$ cat src/design/scl_pkg.sv
// Shared types and constants of the serial command line decoder.
// Used by the top level, the command decoder and the checker; no dependencies.
package scl_pkg;

   localparam int LINE_LENGTH = 8;
   localparam int POS_W = $clog2(LINE_LENGTH + 1);
   localparam int ACC_W = 20;

   localparam logic [2:0] ACTION_NONE  = 3'd0;
   localparam logic [2:0] ACTION_WRITE = 3'd1;
   localparam logic [2:0] ACTION_START = 3'd2;
   localparam logic [2:0] ACTION_STOP  = 3'd3;
   localparam logic [2:0] ACTION_INFO  = 3'd4;
   localparam logic [2:0] ACTION_RESET = 3'd5;
   localparam logic [2:0] ACTION_ERROR = 3'd6;
   localparam logic [2:0] ACTION_FLAG  = 3'd7;

   localparam logic [1:0] PHASE_SKIP   = 2'd0;
   localparam logic [1:0] PHASE_DIGITS = 2'd1;
   localparam logic [1:0] PHASE_DONE   = 2'd2;

   localparam logic [7:0] CHAR_TAB   = 8'd9;
   localparam logic [7:0] CHAR_LF    = 8'd10;
   localparam logic [7:0] CHAR_CR    = 8'd13;
   localparam logic [7:0] CHAR_SPACE = 8'd32;
   localparam logic [7:0] CHAR_PLUS  = 8'd43;
   localparam logic [7:0] CHAR_MINUS = 8'd45;
   localparam logic [7:0] CHAR_ZERO  = 8'd48;
   localparam logic [7:0] CHAR_NINE  = 8'd57;
   localparam logic [7:0] CHAR_EQUAL = 8'd61;
   localparam logic [7:0] CHAR_UP_A  = 8'd65;
   localparam logic [7:0] CHAR_UP_Z  = 8'd90;
   localparam logic [7:0] CASE_SHIFT = 8'd32;

   localparam logic [7:0] CMD_A = 8'h61;
   localparam logic [7:0] CMD_B = 8'h62;
   localparam logic [7:0] CMD_C = 8'h63;
   localparam logic [7:0] CMD_D = 8'h64;
   localparam logic [7:0] CMD_F = 8'h66;
   localparam logic [7:0] CMD_I = 8'h69;
   localparam logic [7:0] CMD_M = 8'h6D;
   localparam logic [7:0] CMD_R = 8'h72;
   localparam logic [7:0] CMD_S = 8'h73;
   localparam logic [7:0] CMD_T = 8'h74;
   localparam logic [7:0] CMD_V = 8'h76;
   localparam logic [7:0] CMD_X = 8'h78;

   localparam logic [3:0] REG_RES  = 4'd1;
   localparam logic [3:0] REG_GAIN = 4'd3;
   localparam logic [3:0] REG_CH1  = 4'd4;
   localparam logic [3:0] REG_CH2  = 4'd5;
   localparam logic [3:0] REG_RLD  = 4'd7;

   localparam logic [7:0] MASK_CH   = 8'b01110111;
   localparam logic [7:0] MASK_RLD  = 8'b00111111;
   localparam logic [7:0] MASK_GAIN = 8'b00001100;
   localparam logic [7:0] MASK_RES  = 8'b00000011;

   localparam int FLAG_STREAM  = 0;
   localparam int FLAG_BINARY  = 1;
   localparam int FLAG_FULL    = 2;
   localparam int FLAG_VERBOSE = 3;
   localparam logic [3:0] FLAGS_RESET = 4'b1101;

   typedef struct packed {
      logic [2:0] action;
      logic [3:0] reg_index;
      logic [7:0] reg_value;
      logic       ok_ack;
      logic [3:0] flags;
   } cmd_result_type;

endpackage

$ cat src/design/scl_cmd_decode.sv
// Decodes a finished command line (letter and signed number) into an action.
// Depends on scl_pkg.
module scl_cmd_decode (
   input  logic [7:0]              letter,
   input  logic [scl_pkg::ACC_W-1:0] number,
   input  logic [3:0]              flags,
   output scl_pkg::cmd_result_type result
);
   import scl_pkg::*;

   logic [7:0] lower;
   logic [7:0] low;
   logic       nz;

   always_comb begin
      lower = letter;
      if (letter >= CHAR_UP_A && letter <= CHAR_UP_Z) begin
         lower = letter + CASE_SHIFT;
      end
      low = number[7:0];
      nz = (number != '0);

      result.action = ACTION_NONE;
      result.reg_index = '0;
      result.reg_value = '0;
      result.ok_ack = 1'b0;
      result.flags = flags;

      unique case (lower)
         CMD_A: begin
            result.action = ACTION_WRITE;
            result.reg_index = REG_CH1;
            result.reg_value = low & MASK_CH;
            result.ok_ack = 1'b1;
         end
         CMD_B: begin
            result.action = ACTION_WRITE;
            result.reg_index = REG_CH2;
            result.reg_value = low & MASK_CH;
            result.ok_ack = 1'b1;
         end
         CMD_C: begin
            result.action = ACTION_WRITE;
            result.reg_index = REG_RLD;
            result.reg_value = low & MASK_RLD;
            result.ok_ack = 1'b1;
         end
         CMD_I: begin
            result.action = ACTION_WRITE;
            result.reg_index = REG_GAIN;
            result.reg_value = {low[5:0], 2'b00} & MASK_GAIN;
            result.ok_ack = 1'b1;
         end
         CMD_R: begin
            result.action = ACTION_WRITE;
            result.reg_index = REG_RES;
            result.reg_value = low & MASK_RES;
            result.ok_ack = 1'b1;
         end
         CMD_X: begin
            if (low != '0) begin
               result.flags[FLAG_STREAM] = 1'b1;
               result.action = ACTION_START;
            end else begin
               result.flags[FLAG_STREAM] = 1'b0;
               result.action = ACTION_STOP;
               result.ok_ack = 1'b1;
            end
         end
         CMD_D: begin
            result.flags[FLAG_BINARY] = nz;
            result.action = ACTION_FLAG;
            result.ok_ack = 1'b1;
         end
         CMD_F: begin
            result.flags[FLAG_FULL] = nz;
            result.action = ACTION_FLAG;
            result.ok_ack = 1'b1;
         end
         CMD_V: begin
            result.flags[FLAG_VERBOSE] = nz;
            result.action = ACTION_FLAG;
            result.ok_ack = 1'b1;
         end
         CMD_T: begin
            result.ok_ack = 1'b1;
         end
         CMD_S: begin
            if (!flags[FLAG_STREAM]) begin
               result.action = ACTION_INFO;
            end
         end
         CMD_M: begin
            result.flags[FLAG_STREAM] = 1'b0;
            result.action = ACTION_RESET;
         end
         default: begin
            result.action = ACTION_ERROR;
         end
      endcase
   end

endmodule

$ cat src/design/serial_command_line_decoder.sv
// Top level of the serial command line decoder: line buffer, number parser,
// mode flags and the result register. Depends on scl_pkg and scl_cmd_decode.
//
//   port group   direction   carries
//   req_*        in          one received byte per beat
//   rsp_*        out         one decoded result per received byte
//   csr_*        in          the ignore-input control bit
//
// Each byte is parsed and decoded in the cycle it is accepted; its result
// appears on the rsp port on the next cycle, one beat per cycle while rsp_stall is low.
// The result is held in a single result register.
// A stalled result holds the request side only while that register is full.
// Reset clears the line, the number parser and sets the mode flags to their defaults.
module serial_command_line_decoder (
   input  logic       clock,
   input  logic       reset,
   input  logic       req_valid,
   output logic       req_stall,
   input  logic [7:0] req_rx_byte,
   output logic       rsp_valid,
   input  logic       rsp_stall,
   output logic [2:0] rsp_action,
   output logic [3:0] rsp_reg_index,
   output logic [7:0] rsp_reg_value,
   output logic       rsp_ok_ack,
   output logic       rsp_streaming,
   output logic       rsp_binary_format,
   output logic       rsp_full_frame,
   output logic       rsp_verbose_on,
   input  logic       csr_write_enable,
   input  logic       csr_write_data
);
   import scl_pkg::*;

   logic             ignore_ff;
   logic [POS_W-1:0] pos_ff, pos_in;
   logic [7:0]       letter_ff, letter_in;
   logic [7:0]       second_ff, second_in;
   logic [ACC_W-1:0] accum_ff, accum_in;
   logic             neg_ff, neg_in;
   logic [1:0]       phase_ff, phase_in;
   logic [3:0]       flags_ff, flags_in;

   logic             rsp_valid_ff;
   logic [2:0]       action_ff, action_in;
   logic [3:0]       index_ff, index_in;
   logic [7:0]       value_ff, value_in;
   logic             ack_ff, ack_in;
   logic [3:0]       out_flags_ff;

   logic             accept;
   logic             active;
   logic             line_end;
   logic             in_window;
   logic             is_digit;
   logic             is_blank;
   logic             do_decode;
   logic [ACC_W-1:0] number;
   logic [ACC_W-1:0] accum_x10;
   cmd_result_type   dec;

   assign req_stall = rsp_valid_ff && rsp_stall;
   assign accept = req_valid && !req_stall;
   assign active = accept && !ignore_ff;

   assign line_end = (req_rx_byte == CHAR_CR) || (req_rx_byte == CHAR_LF);
   assign in_window = (pos_ff < POS_W'(LINE_LENGTH));
   assign is_digit = (req_rx_byte >= CHAR_ZERO) && (req_rx_byte <= CHAR_NINE);
   assign is_blank = (req_rx_byte == CHAR_SPACE) ||
                     ((req_rx_byte >= CHAR_TAB) && (req_rx_byte <= CHAR_CR));
   assign do_decode = line_end && (second_ff == CHAR_EQUAL) && (pos_ff >= POS_W'(2));
   assign number = neg_ff ? (ACC_W'(0) - accum_ff) : accum_ff;
   assign accum_x10 = (accum_ff << 3) + (accum_ff << 1);

   scl_cmd_decode u_decode (
      .letter (letter_ff),
      .number (number),
      .flags  (flags_ff),
      .result (dec)
   );

   always_comb begin
      pos_in = pos_ff;
      letter_in = letter_ff;
      second_in = second_ff;
      accum_in = accum_ff;
      neg_in = neg_ff;
      phase_in = phase_ff;
      flags_in = flags_ff;
      action_in = ACTION_NONE;
      index_in = '0;
      value_in = '0;
      ack_in = 1'b0;

      if (active) begin
         if (in_window) begin
            pos_in = pos_ff + POS_W'(1);
            if (pos_ff == POS_W'(0)) begin
               letter_in = req_rx_byte;
            end else if (pos_ff == POS_W'(1)) begin
               second_in = req_rx_byte;
            end else if (phase_ff == PHASE_SKIP && is_blank) begin
               phase_in = PHASE_SKIP;
            end else if (phase_ff == PHASE_SKIP &&
                         (req_rx_byte == CHAR_PLUS || req_rx_byte == CHAR_MINUS)) begin
               neg_in = (req_rx_byte == CHAR_MINUS);
               phase_in = PHASE_DIGITS;
            end else if ((phase_ff == PHASE_SKIP || phase_ff == PHASE_DIGITS) && is_digit) begin
               accum_in = accum_x10 + ACC_W'(req_rx_byte[3:0]);
               phase_in = PHASE_DIGITS;
            end else begin
               phase_in = PHASE_DONE;
            end
         end
         if (line_end) begin
            if (do_decode) begin
               action_in = dec.action;
               index_in = dec.reg_index;
               value_in = dec.reg_value;
               ack_in = dec.ok_ack;
               flags_in = dec.flags;
            end
            pos_in = '0;
            letter_in = '0;
            second_in = '0;
            accum_in = '0;
            neg_in = 1'b0;
            phase_in = PHASE_SKIP;
         end
      end
   end

   always_ff @(posedge clock) begin
      if (reset) begin
         ignore_ff <= 1'b0;
         pos_ff <= '0;
         letter_ff <= '0;
         second_ff <= '0;
         accum_ff <= '0;
         neg_ff <= 1'b0;
         phase_ff <= PHASE_SKIP;
         flags_ff <= FLAGS_RESET;
         rsp_valid_ff <= 1'b0;
      end else begin
         if (csr_write_enable) begin
            ignore_ff <= csr_write_data;
         end
         pos_ff <= pos_in;
         letter_ff <= letter_in;
         second_ff <= second_in;
         accum_ff <= accum_in;
         neg_ff <= neg_in;
         phase_ff <= phase_in;
         flags_ff <= flags_in;
         if (accept) begin
            rsp_valid_ff <= 1'b1;
         end else if (!rsp_stall) begin
            rsp_valid_ff <= 1'b0;
         end
      end
   end

   always_ff @(posedge clock) begin
      if (accept) begin
         action_ff <= action_in;
         index_ff <= index_in;
         value_ff <= value_in;
         ack_ff <= ack_in;
         out_flags_ff <= flags_in;
      end
   end

   assign rsp_valid = rsp_valid_ff;
   assign rsp_action = action_ff;
   assign rsp_reg_index = index_ff;
   assign rsp_reg_value = value_ff;
   assign rsp_ok_ack = ack_ff;
   assign rsp_streaming = out_flags_ff[FLAG_STREAM];
   assign rsp_binary_format = out_flags_ff[FLAG_BINARY];
   assign rsp_full_frame = out_flags_ff[FLAG_FULL];
   assign rsp_verbose_on = out_flags_ff[FLAG_VERBOSE];

endmodule

$ cat config.mk
export PLATFORM = sky130hd
export DESIGN_NAME = serial_command_line_decoder
export DESIGN_NICKNAME = d
export VERILOG_FILES = /design/src/design/scl_pkg.sv /design/src/design/scl_cmd_decode.sv /design/src/design/serial_command_line_decoder.sv
export SDC_FILE = /design/constraint.sdc
export NUM_CORES = 1
export LEC_CHECK = 0
export ABC_AREA = 1
export BUFFER_PORTS_ARGS = -buffer_cell sky130_fd_sc_hd__clkbuf_2
export CAP_MARGIN = 20
export CORE_UTILIZATION = 65
export DETAILED_ROUTE_END_ITERATION = 10
export PLACE_DENSITY = 0.87
export SLEW_MARGIN = 10
export SYNTH_ARGS = -nofsm -noshare
export SYNTH_HDL_FRONTEND = slang
export SYNTH_SLANG_ARGS = --single-unit
$ cat constraint.sdc
create_clock -name clock -period 6.6 [get_ports clock]
set_input_delay 1.32 -clock clock [delete_from_list [all_inputs] [get_ports clock]]
set_output_delay 1.32 -clock clock [all_outputs]
set_load 0.01 [all_outputs]
==> results.py, run 1 <==
metrics = {
    "status": {
        "outcome": "complete, no violations",
    },
    "worst_setup_path": {
        "endpoint_kind": "register",
        "arrival_ns": 3.45,
        "r2r.worst_path.cells": 12,
        "crit_required_ns": 6.69,
        "crit_path_max_fanout": 12,
        "crit_start": "req_rx_byte[3]",
        "worst-setup-path-type": "in2reg",
        "critPathLaunchType": "input port",
        "crit-reg2reg-launch": "neg_ff",
    },
    "synthesis": {
        "synth.avg_cell_area_sq_um": 6.70,
        "synth_cell_types": 44,
        "postSynth.asyncResetShare_pct": 0,
        "ys_top_cells_by_area": "dfxtp_1 (20%), nand2_1 (14%), edfxtp_1 (11%)",
        "postSynthRegisterBits": 67,
        "share_of_the_yosys_chip_area_belonging_to_registers_pct": 30.7,
        "post_synth_inst_count": 740,
        "synth_area_leader_cell": "dfxtp_1",
        "netlist_area_sq_mm": 0.00496,
        "synth_top_flop_cell": "dfxtp_1",
        "synth-warning-count": 0,
        "post-synth-top-area-fraction_pct": 19.8,
        "synth_edf_count": 18,
    },
    "job": {
        "maxCapViolCount": 0,
    },
    "global_route": {
        "grt_overflow_total": 0,
        "number_of_antenna_violations_at_the_first_check_in_global_routing": 0,
        "first_pass_grt_wire_length_microns": 20100,
        "grt_start_max_net_pins": 31,
        "grt_usage_pct": 32.5,
        "grt_pass1_vias": 4534,
    },
    "clocking": {
        "numCtsBuffers": 9,
        "post_cts_buffers": 0,
        "ctsHoldBuffers": 0,
        "cts.root.buffer_cell": "clkbuf_8",
        "cts.path.max_buffers": 2,
        "clkTransAtPathRegs_ns": 0.07,
        "ctsResizeCount": 0,
        "clock_sink_count": 67,
        "cts_htree_levels": 3,
        "tritoncts_clock_tree": "done",
        "worstSkewPairLatency_ns": 0.34,
    },
    "drt": {
        "wl_per_instance_microns": 13.7,
        "dr.pass1.iters": 6,
        "num_vias": 4931,
        "vias_per_cell": 5.63,
        "drt-initial-drc-count": 365,
        "drt_drc_violations_left": 0,
        "detail_route.wirelength_microns": 12000,
        "detail_route_antenna_nets": 0,
    },
    "die": {
        "floorplan.die.height_microns": 89.4,
        "row_count": 31,
        "die_width_microns": 89.4,
        "ioPinCount": 36,
        "floorplan.initialDensity_pct": 67.7,
        "die_area_sq_mm": 0.00798,
        "core_region_area_sq_mm": 0.00733,
    },
    "finish": {
        "finish.cell_count_without_fillers": 876,
        "final_net_count": 828,
        "flow.area_growth_from_synthesis_pct": 8.30,
        "drive_above_1_share_pct": 10.9,
        "antenna_cells_inserted": 0,
    },
    "sta": {
        "grt_setup_unrepaired": "no",
        "max_freq_mhz": 298,
        "timing.max_slew.rel_slack_pct": 50.2,
        "hold_viol": 0,
        "timing_max_transition_violations_final": 0,
        "finalSetupViolations": 0,
        "post-route-period-util_pct": 50.8,
        "worst_slew_pin_slew_ns": 0.746,
        "min_period_ns": 3.35,
        "finalClockSkew_ns": 0.0101,
        "finalSetupTns_ns": 0,
        "final.hold.worst_slack_ns": 0.471,
    },
    "power": {
        "total_leakage_power_nw": 2.63,
        "power.density_cell_area_mw_per_mm2": 162,
        "intPower_uw": 642,
        "comb_power_share_pct": 9.6,
        "net_switching_power_figure_uw": 229,
        "power.ir.vdd_worst_mv": 0.130,
        "clock_power_share_pct": 39.8,
        "sw_frac_of_total_pct": 26.3,
        "seq_power_share_pct": 50.6,
    },
    "placement": {
        "hpwlAfterDp_microns": 9200,
        "finalWeightedCongestion": 0.893,
        "place_inst": 860,
        "numPortBuffers": 33,
    },
    "hold_path": {
        "hold_depth": 2,
        "min-delay-path-class": "reg2reg",
        "hp-start": "phase_ff[0]",
    },
}
registers in the layout (all words and copies together) (netlist names), 2 cells and up:
| name | flops |
|---|---|
| accum_ff | 20 |
| flags_ff | 4 |
| letter_ff | 8 |
| out_flags_ff | 4 |
| phase_ff | 2 |
| pos_ff | 4 |
| rsp_action | 3 |
| rsp_reg_index | 3 |
| rsp_reg_value | 7 |
| second_ff | 8 |
worst paths after layout:
kind | endpoint | slack, ns
hold reg to reg | phase_ff[0] | 0.47
hold / removal | phase_ff[0] | 0.47
setup / recovery | out_flags_ff[2] | 3.25
setup reg to reg | out_flags_ff[3] | 3.70
power groups by stage:
stage	Sequential (mW)	Combinational [mW]	Clock, mW
6_report	0.442	0.0835	0.347
2_1_floorplan	0.451	0.0560	0
4_1_cts	0.441	0.0830	0.349
5_1_grt	0.443	0.0955	0.365
3_3_place_gp	0.450	0.0796	0
3_5_place_dp	0.451	0.0824	0
synthesized netlist by cell type, types with 3 or more instances:
library cell    n
dfxtp_1        49
nor2_1         97
nor4_1          4
nand3_1        69
or2_2          11
ha_1           40
buf_4           5
nor2_2          4
o211ai_1        3
inv_2           3
o21bai_1        6
nor3_1         10
o21ai_0        26
buf_2           3
nand2_2         5
nand2_1       190
edfxtp_1       18
clkbuf_1        4
a21oi_1        66
nor2_4          3
inv_1          78
xnor2_1         3
nand3_2         4
nand4_1        11
critical path: stages:
cell and delay (ns):
clkbuf_2 0.19, nand2_1 0.11, inv_2 0.08, nand3_2 0.09
nand2_1 0.10, nand3_2 0.24, nor2_1 0.22, nand3_1 0.44
nor3_1 0.41, nand3_1 0.11, nand2_1 0.09, inv_1 0.05
placed cells by master (no fill, tap or decap), types with 2 or more instances in the layout:
| cell type | netlist | routed |
|---|---|---|
| nand4_1 | 11 | 11 |
| o21bai_1 | 6 | 6 |
| o211ai_1 | 3 | 3 |
| a21oi_2 | 2 | 2 |
| inv_2 | 3 | 3 |
| xnor2_1 | 3 | 3 |
| clkbuf_8 | 0 | 10 |
| nand3_1 | 69 | 69 |
| a211oi_1 | 2 | 2 |
| clkinvlp_4 | 0 | 2 |
| dfxtp_1 | 49 | 49 |
| ha_1 | 40 | 40 |
| o21ai_0 | 26 | 26 |
| nand2_2 | 5 | 5 |
| conb_1 | 1 | 2 |
| xor2_1 | 2 | 2 |
| nor2_4 | 3 | 3 |
| or2_2 | 11 | 11 |
| nand3_2 | 4 | 4 |
| a31oi_1 | 2 | 2 |
| fa_1 | 2 | 2 |
| nor2_1 | 97 | 97 |
| nor4_1 | 4 | 4 |
| a21oi_1 | 66 | 66 |
| nor2_2 | 4 | 4 |
| clkbuf_2 | 0 | 33 |
| edfxtp_1 | 18 | 18 |
| inv_1 | 78 | 78 |
| nand3b_1 | 2 | 2 |
| nand2_1 | 190 | 190 |
| nor3_1 | 10 | 10 |
| clkinv_1 | 2 | 3 |
cell type report:
type	count	area [sq um]
Clock buffer	10	138
Clock inverter	6	63.8
Fill cell	632	1960
Inverter	84	317
Multi-Input combinational cell	576	3040
Sequential cell	67	1520
Tap cell	99	124
Timing Repair Buffer	34	173
routing by layer:
layer | wire [microns] | GRT usage, %
met5 | 0 | 0
met4 | 194 | 11.1
met3 | 743 | 6.19
met2 | 5670 | 53.3
met1 | 5370 | 42.8
cell families (layout without fill, tap and decap cells):
group / after synthesis / after routing / share of synthesized area [%]
compound gates: 113 / 113 / 12.5
other cells: 1 / 2 / 0.0756
xor+xnor: 5 / 5 / 0.883
simple gates: 414 / 414 / 36.8
buf+inv: 98 / 134 / 8.20
flops: 67 / 67 / 30.7
fa+ha+maj: 42 / 42 / 10.9
stage by stage:
step           worst slack [ns]  utilization (%)  total power, mW  instance area (sq um)
4_1_cts                    3.29             73.3            0.873                   5370
3_3_place_gp               3.05             70.5            0.530                   5170
2_1_floorplan              3.03                -            0.507                   4960
3_5_place_dp               2.92             70.5            0.533                   5170
6_report                   3.25             73.3            0.872                   5370
5_1_grt                    3.00             73.3            0.904                   5370
(Power assumes the default switching activity.)
==> inputs of run 2 (changes only) <==
--- a/config.mk
+++ b/config.mk
@@ -5,12 +5,12 @@
 export SDC_FILE = /design/constraint.sdc
 export NUM_CORES = 1
 export LEC_CHECK = 0
-export ABC_AREA = 1
+export ABC_AREA = 0
 export BUFFER_PORTS_ARGS = -buffer_cell sky130_fd_sc_hd__clkbuf_2
 export CAP_MARGIN = 20
-export CORE_UTILIZATION = 65
+export CORE_UTILIZATION = 55
 export DETAILED_ROUTE_END_ITERATION = 10
-export PLACE_DENSITY = 0.87
+export PLACE_DENSITY = 0.79
 export SLEW_MARGIN = 10
 export SYNTH_ARGS = -nofsm -noshare
 export SYNTH_HDL_FRONTEND = slang
==> constraint.sdc (replaced) <==
create_clock -name clock -period 2.9 [get_ports clock]
set_input_delay 0.58 -clock clock [delete_from_list [all_inputs] [get_ports clock]]
set_output_delay 0.58 -clock clock [all_outputs]
set_load 0.01 [all_outputs]
==> results.py, run 2 <==
metrics = {
    "sta": {
        "layout_setup_ws_ns": -0.0235,
        "worst_slew_pin_slew_ns": 0.616,
        "timing_max_transition_violations_final": 0,
        "timing.max_slew.rel_slack_pct": 58.9,
        "hold_viol": 0,
        "max_freq_mhz": 342,
        "post-route-period-util_pct": 101,
        "finalClockSkew_ns": 0.0184,
        "finalSetupViolations": 5,
        "grt_setup_unrepaired": "yes",
        "min_period_ns": 2.92,
        "final.hold.worst_slack_ns": 0.440,
    },
    "worst_setup_path": {
        "slowest_delay_ns": 0.53,
        "reg2reg_setup_slack_ns": -0.02,
        "crit_path_max_fanout": 3,
        "critPathLaunchType": "register",
        "cp_cell_sequence": "or3_4 > or4b_4 > or4_4 > o2bb2ai_2 > a2111oi_4 > nand4_1 > mux2_4",
        "endpoint_kind": "register",
        "crit_required_ns": 3.01,
        "worst-setup-path-type": "reg2reg",
        "cp_slowest_cell": "or4b_4",
        "arrival_ns": 3.03,
    },
    "die": {
        "die_area_sq_mm": 0.00890,
        "floorplan.die.height_microns": 94.4,
        "ioPinCount": 36,
        "die_width_microns": 94.4,
        "floorplan.initialDensity_pct": 57.1,
        "row_count": 33,
        "core_region_area_sq_mm": 0.00822,
    },
    "synthesis": {
        "ys_top_cells_by_area": "dfxtp_1 (21%), edfxtp_1 (12%), ha_1 (11%)",
        "share_of_the_yosys_chip_area_belonging_to_registers_pct": 32.4,
        "top_cell_types_by_occurrence_after_synthesis": "nor2_1 (64), dfxtp_1 (49), a21oi_1 (45), nand2_1 (45), ha_1 (40)",
        "postSynthRegisterBits": 67,
        "post_synth_inst_count": 553,
        "synth_top_flop_cell": "dfxtp_1",
        "post-synth-top-area-fraction_pct": 20.9,
        "post-synth-top-count-cell": "nor2_1",
        "synth_area_leader_cell": "dfxtp_1",
        "postSynth.asyncResetShare_pct": 0,
        "synth_edf_count": 18,
        "netlist_area_sq_mm": 0.00469,
        "synth_cell_types": 71,
        "synth-warning-count": 0,
        "synth.avg_cell_area_sq_um": 8.48,
    },
    "clocking": {
        "ctsHoldBuffers": 0,
        "clock_sink_count": 67,
        "cts_htree_levels": 3,
        "tritoncts_clock_tree": "done",
        "cts.path.max_buffers": 2,
        "worstSkewPairLatency_ns": 0.37,
        "cts.root.buffer_cell": "clkbuf_8",
        "clkTransAtPathRegs_ns": 0.07,
        "numCtsBuffers": 9,
    },
    "status": {
        "outcome": "finished with violations",
        "violations": "negative setup slack",
    },
    "finish": {
        "flow.area_growth_from_synthesis_pct": 19.5,
        "largest_registers": "accum_ff (20), letter_ff (8), second_ff (8)",
        "largest-register": "accum_ff",
        "layout_commonest_cell": "nor2_1",
        "antenna_cells_inserted": 0,
        "drive_above_1_share_pct": 22.5,
        "final_net_count": 682,
        "largest_register_ffs": 20,
        "mostFrequentLayoutCells": "nor2_1 (64), buf_4 (58), nand2_1 (45), dfxtp_1 (45), a21oi_1 (43)",
    },
    "global_route": {
        "grt_start_max_net_pins": 25,
        "grt_usage_pct": 27.7,
        "number_of_antenna_violations_at_the_first_check_in_global_routing": 0,
        "grt_overflow_total": 0,
        "grt_pass1_vias": 4060,
        "first_pass_grt_wire_length_microns": 19300,
    },
    "drt": {
        "dr.pass1.iters": 4,
        "drt-initial-drc-count": 264,
        "vias_per_cell": 6.03,
        "drt_drc_violations_left": 0,
        "detail_route_antenna_nets": 0,
        "wl_per_instance_microns": 15.7,
        "detail_route.wirelength_microns": 11600,
        "num_vias": 4437,
    },
    "placement": {
        "finalWeightedCongestion": 0.846,
        "hpwlAfterDp_microns": 8660,
        "numPortBuffers": 33,
    },
    "power": {
        "power.density_cell_area_mw_per_mm2": 368,
        "total_leakage_power_nw": 2.43,
        "design_power_total_mw": 2.06,
        "power.ir.vdd_worst_mv": 0.221,
    },
    "hold_path": {
        "min-delay-path-class": "in2reg",
    },
    "job": {
        "maxCapViolCount": 0,
    },
}
==> run 2: cell types whose count changed after synthesis, sizes merged, moves of 8 or more <==
cell	change
xnor2	+14
mux2i	+8
nor2	-40
nand3	-54
a21oi	-23
or2	-9
or3	+10
a22oi	+9
nand2	-150
inv	-63
clkbuf	+17
or4	+8
==> run 2: repair_timing <==
| item | in CTS | in global routing |
|---|---|---|
| pin swaps | 15 | 10 |
| gates resized for setup | 8 | 7 |
| setup buffers | 3 | 1 |
| endpoints found under the setup margin | 10 | 12 |
==> run 2: logic make-up after synthesis <==
kind of cell    count (synthesis)  synth area share (%)
mux                            12                  2.67
buf+inv                        49                  5.04
fa+ha+maj                      42                  11.5
xor+xnor                       24                  4.48
compound gates                141                  20.1
flops                          67                  32.4
simple gates                  217                  23.7
other cells                     1                0.0799
==> run 2: power breakdown <==
part | internal [mW] | total (mW) | switching [mW] | leakage, nW
sequential | 0.982 | 1.01 | 0.0235 | 0.567
combinational | 0.0782 | 0.191 | 0.113 | 1.76
clock | 0.456 | 0.864 | 0.408 | 0.106
total | 1.52 | 2.06 | 0.545 | 2.43
==> run 2: routing by layer <==
layer / wire (microns) / GRT usage [%] / vias up
met3: 678 / 4.91 / 20
met1: 5150 / 36.4 / 2075
met2: 5560 / 45.0 / 147
met4: 195 / 10.9 / 0
met5: 0 / 0 / -
li1: - / - / 2195
==> run 2: final timing paths <==
kind,end,startpoint,depth (start not counted)
setup / recovery,out_flags_ff[3],accum_ff[6],7
hold / removal,rsp_valid,req_valid,2
setup reg to reg,out_flags_ff[3],accum_ff[6],7
hold reg to reg,second_ff[3],second_ff[3],2
==> run 2: per-stage QoR <==
step / instance area, sq um / cells / utilization, % / setup TNS [ns] / setup slack [ns]
floorplan: 4760 / 554 / - / -0.572 / -0.0922
finish: 5610 / 736 / 68.2 / -0.0574 / -0.0235
detailed placement: 5300 / 717 / 64.5 / -2.37 / -0.317
global route: 5610 / 736 / 68.2 / -0.817 / -0.114
global placement: 5300 / 717 / 64.5 / -1.75 / -0.282
CTS: 5570 / 736 / 67.7 / -0.721 / -0.116
==> run 2: final cells by class <==
cell class | count | area [sq um]
well taps | 105 | 131
clock inverters | 6 | 70.1
repair buffers | 92 | 612
multi-input cells | 438 | 3050
inverters | 18 | 67.6
flip-flops and latches | 67 | 1530
clock buffers | 10 | 149
fillers | 641 | 2610
==> run 2: worst max-delay path, delay by kind of cell, from the launching register on <==
family,cells,cell delay [ns]
AOI/OAI and AO/OA,2,0.45
muxes,1,0.32
DFF,1,0.33
and+or+nand+nor,4,1.57
==> inputs of run 3 (changes only) <==
--- a/config.mk
+++ b/config.mk
@@ -7,7 +7,6 @@
 export LEC_CHECK = 0
 export ABC_AREA = 0
 export BUFFER_PORTS_ARGS = -buffer_cell sky130_fd_sc_hd__clkbuf_2
-export CAP_MARGIN = 20
 export CORE_UTILIZATION = 55
 export DETAILED_ROUTE_END_ITERATION = 10
 export PLACE_DENSITY = 0.79
==> constraint.sdc (replaced) <==
create_clock -name clock -period 2.4 [get_ports clock]
set_input_delay 0.48 -clock clock [delete_from_list [all_inputs] [get_ports clock]]
set_output_delay 0.48 -clock clock [all_outputs]
set_load 0.01 [all_outputs]
==> results.py, run 3 (synthesized netlist as in run 2, its figures left out) <==
metrics = {
    "die": {
        "floorplan.die.height_microns": 94.4,
        "die_width_microns": 94.4,
        "floorplan.initialDensity_pct": 57.1,
        "core_region_area_sq_mm": 0.00822,
        "ioPinCount": 36,
        "row_count": 33,
        "die_area_sq_mm": 0.00890,
    },
    "placement": {
        "dp_worst_setup_slack_ns": -0.862,
        "numPortBuffers": 33,
        "finalWeightedCongestion": 0.897,
        "place_area_sq_mm": 0.00572,
        "hpwlAfterDp_microns": 9270,
    },
    "drt": {
        "detail_route.wirelength_microns": 13400,
        "num_vias": 4853,
        "detail_route_antenna_nets": 0,
        "drt-initial-drc-count": 339,
        "drt_drc_violations_left": 0,
        "wl_per_instance_microns": 16.9,
        "vias_per_cell": 6.09,
        "dr.pass1.iters": 5,
    },
    "global_route": {
        "met2_usage_pct": 51.5,
        "first_pass_grt_wire_length_microns": 20800,
        "grt_met3_usage_pct": 4.99,
        "grt_met1_use_pct": 36.1,
        "grt_start_max_net_pins": 25,
        "grt_usage_pct": 29.9,
        "grt_pass1_vias": 4668,
        "grt-busiest-layer": "met2",
        "number_of_antenna_violations_at_the_first_check_in_global_routing": 0,
        "grt_overflow_total": 0,
    },
    "worst_setup_path": {
        "critPathCapture": "accum_ff[18]",
        "r2r.worst_path.cells": 10,
        "arrival_ns": 3.24,
        "crit_path_max_fanout": 3,
        "endpoint_kind": "register",
        "reg2reg_setup_slack_ns": -0.59,
        "crit_required_ns": 2.65,
        "r2r_end": "accum_ff[18]",
        "critPathLaunchType": "register",
        "crit_start": "accum_ff[2]",
        "worst-setup-path-type": "reg2reg",
        "crit-reg2reg-launch": "accum_ff[2]",
    },
    "sta": {
        "grt_setup_unrepaired": "yes",
        "finalSetupTns_ns": -7.83,
        "post-route-period-util_pct": 125,
        "timing_max_transition_violations_final": 0,
        "worst_slew_pin_slew_ns": 0.571,
        "min_period_ns": 2.99,
        "finalSetupViolations": 24,
        "finalClockSkew_ns": 0.0124,
        "max_freq_mhz": 334,
        "layout_setup_ws_ns": -0.591,
        "hold_viol": 0,
        "timing.max_slew.rel_slack_pct": 61.4,
    },
    "finish": {
        "largest-register": "accum_ff",
        "largest_registers": "accum_ff (20), letter_ff (8), second_ff (8)",
        "layout_commonest_cell": "buf_4",
        "largest_register_ffs": 20,
        "final_net_count": 743,
        "antenna_cells_inserted": 0,
        "drive_above_1_share_pct": 34.7,
        "final_area_sq_mm": 0.00637,
        "final_util_pct": 77.5,
        "mostFrequentLayoutCells": "buf_4 (118), nor2_1 (61), nand2_1 (44), dfxtp_1 (44), a21oi_1 (34)",
        "flow.area_growth_from_synthesis_pct": 35.8,
    },
    "status": {
        "outcome": "finished with violations",
        "violations": "negative setup slack",
    },
    "power": {
        "comb_power_share_pct": 11.0,
        "intPower_mw": 1.90,
        "net_switching_power_figure_uw": 657,
        "seq_power_share_pct": 47.2,
        "power.density_cell_area_mw_per_mm2": 401,
        "sw_frac_of_total_pct": 25.7,
        "design_power_total_mw": 2.55,
        "power.ir.vdd_worst_mv": 0.307,
        "clock_power_share_pct": 41.8,
        "total_leakage_power_nw": 2.82,
    },
    "clocking": {
        "cts.path.max_buffers": 2,
        "numCtsBuffers": 9,
        "ctsHoldBuffers": 0,
        "tritoncts_clock_tree": "done",
        "cts_htree_levels": 3,
        "cts.root.buffer_cell": "clkbuf_8",
        "clkTransAtPathRegs_ns": 0.08,
        "worstSkewPairLatency_ns": 0.36,
        "clock_sink_count": 67,
    },
    "job": {
        "maxCapViolCount": 0,
    },
    "hold_path": {
        "min-delay-path-class": "in2reg",
        "hp-start": "req_valid",
        "hold_depth": 2,
    },
}
==> run 3: cell count changes in the layout (fill, tap and decap cells not counted), moves of 4 or more <==
cell | before | now
o21ai_0 | 18 | 14
a21oi_2 | 2 | 10
a21oi_1 | 43 | 34
ha_1 | 38 | 30
buf_4 | 58 | 118
ha_4 | 2 | 7
==> run 3: stage by stage <==
stage / cells / hold slack (ns)
after CTS: 794 / 0.354
after global placement: 771 / 0.437
after global routing: 797 / 0.358
after detailed placement: 771 / 0.447
after floorplan: 554 / 0.428
final: 797 / 0.350
==> run 3: area by class of cell <==
class                   count  area (sq um)
clock buffers               9           124
clock inverters             7          98.8
fillers                   509          1850
inverters                  18          67.6
multi-input cells         438          3350
flip-flops and latches     67          1530
well taps                 105           131
repair buffers            153          1070
==> run 3: how the worst min path moves through the flow <==
stage                               to  slack [ns]
after floorplan           second_ff[1]        0.43
after global placement    second_ff[1]        0.44
after detailed placement  second_ff[3]        0.45
after CTS                    rsp_valid        0.35
after global routing         rsp_valid        0.36
final                        rsp_valid        0.35
==> run 3: power groups by stage <==
stage	sequential (mW)	combinational (mW)	clock (mW)
global route	1.21	0.308	1.12
finish	1.21	0.281	1.07
detailed placement	1.23	0.260	0
CTS	1.21	0.266	1.07
floorplan	1.23	0.152	0
global placement	1.23	0.248	0
==> run 3: timing repair <==
| item | 4_1_cts | 5_1_grt |
|---|---|---|
| resized for setup | 29 | 33 |
| endpoints found under the hold margin | 0 | 0 |
| pin swaps | 38 | 17 |
| setup buffers | 7 | 3 |
| setup endpoints to repair | 21 | 25 |
==> run 3: critical path, stage by stage, from the launching register on <==
cell and delay, ns:
dfxtp_2 0.37, fa_2 0.48, fa_2 0.44, a211oi_4 0.24, o21a_1 0.21, o31ai_2 0.10
o41a_1 0.38, a41o_1 0.25, a21oi_2 0.16, xnor2_1 0.08, a22o_1 0.19
==> run 3: routing by layer <==
metal | wire [microns] | part of all wire (%)
met3 | 724 | 5.4
met4 | 439 | 3.3
met1 | 5640 | 42
met2 | 6630 | 49
met5 | 0 | 0
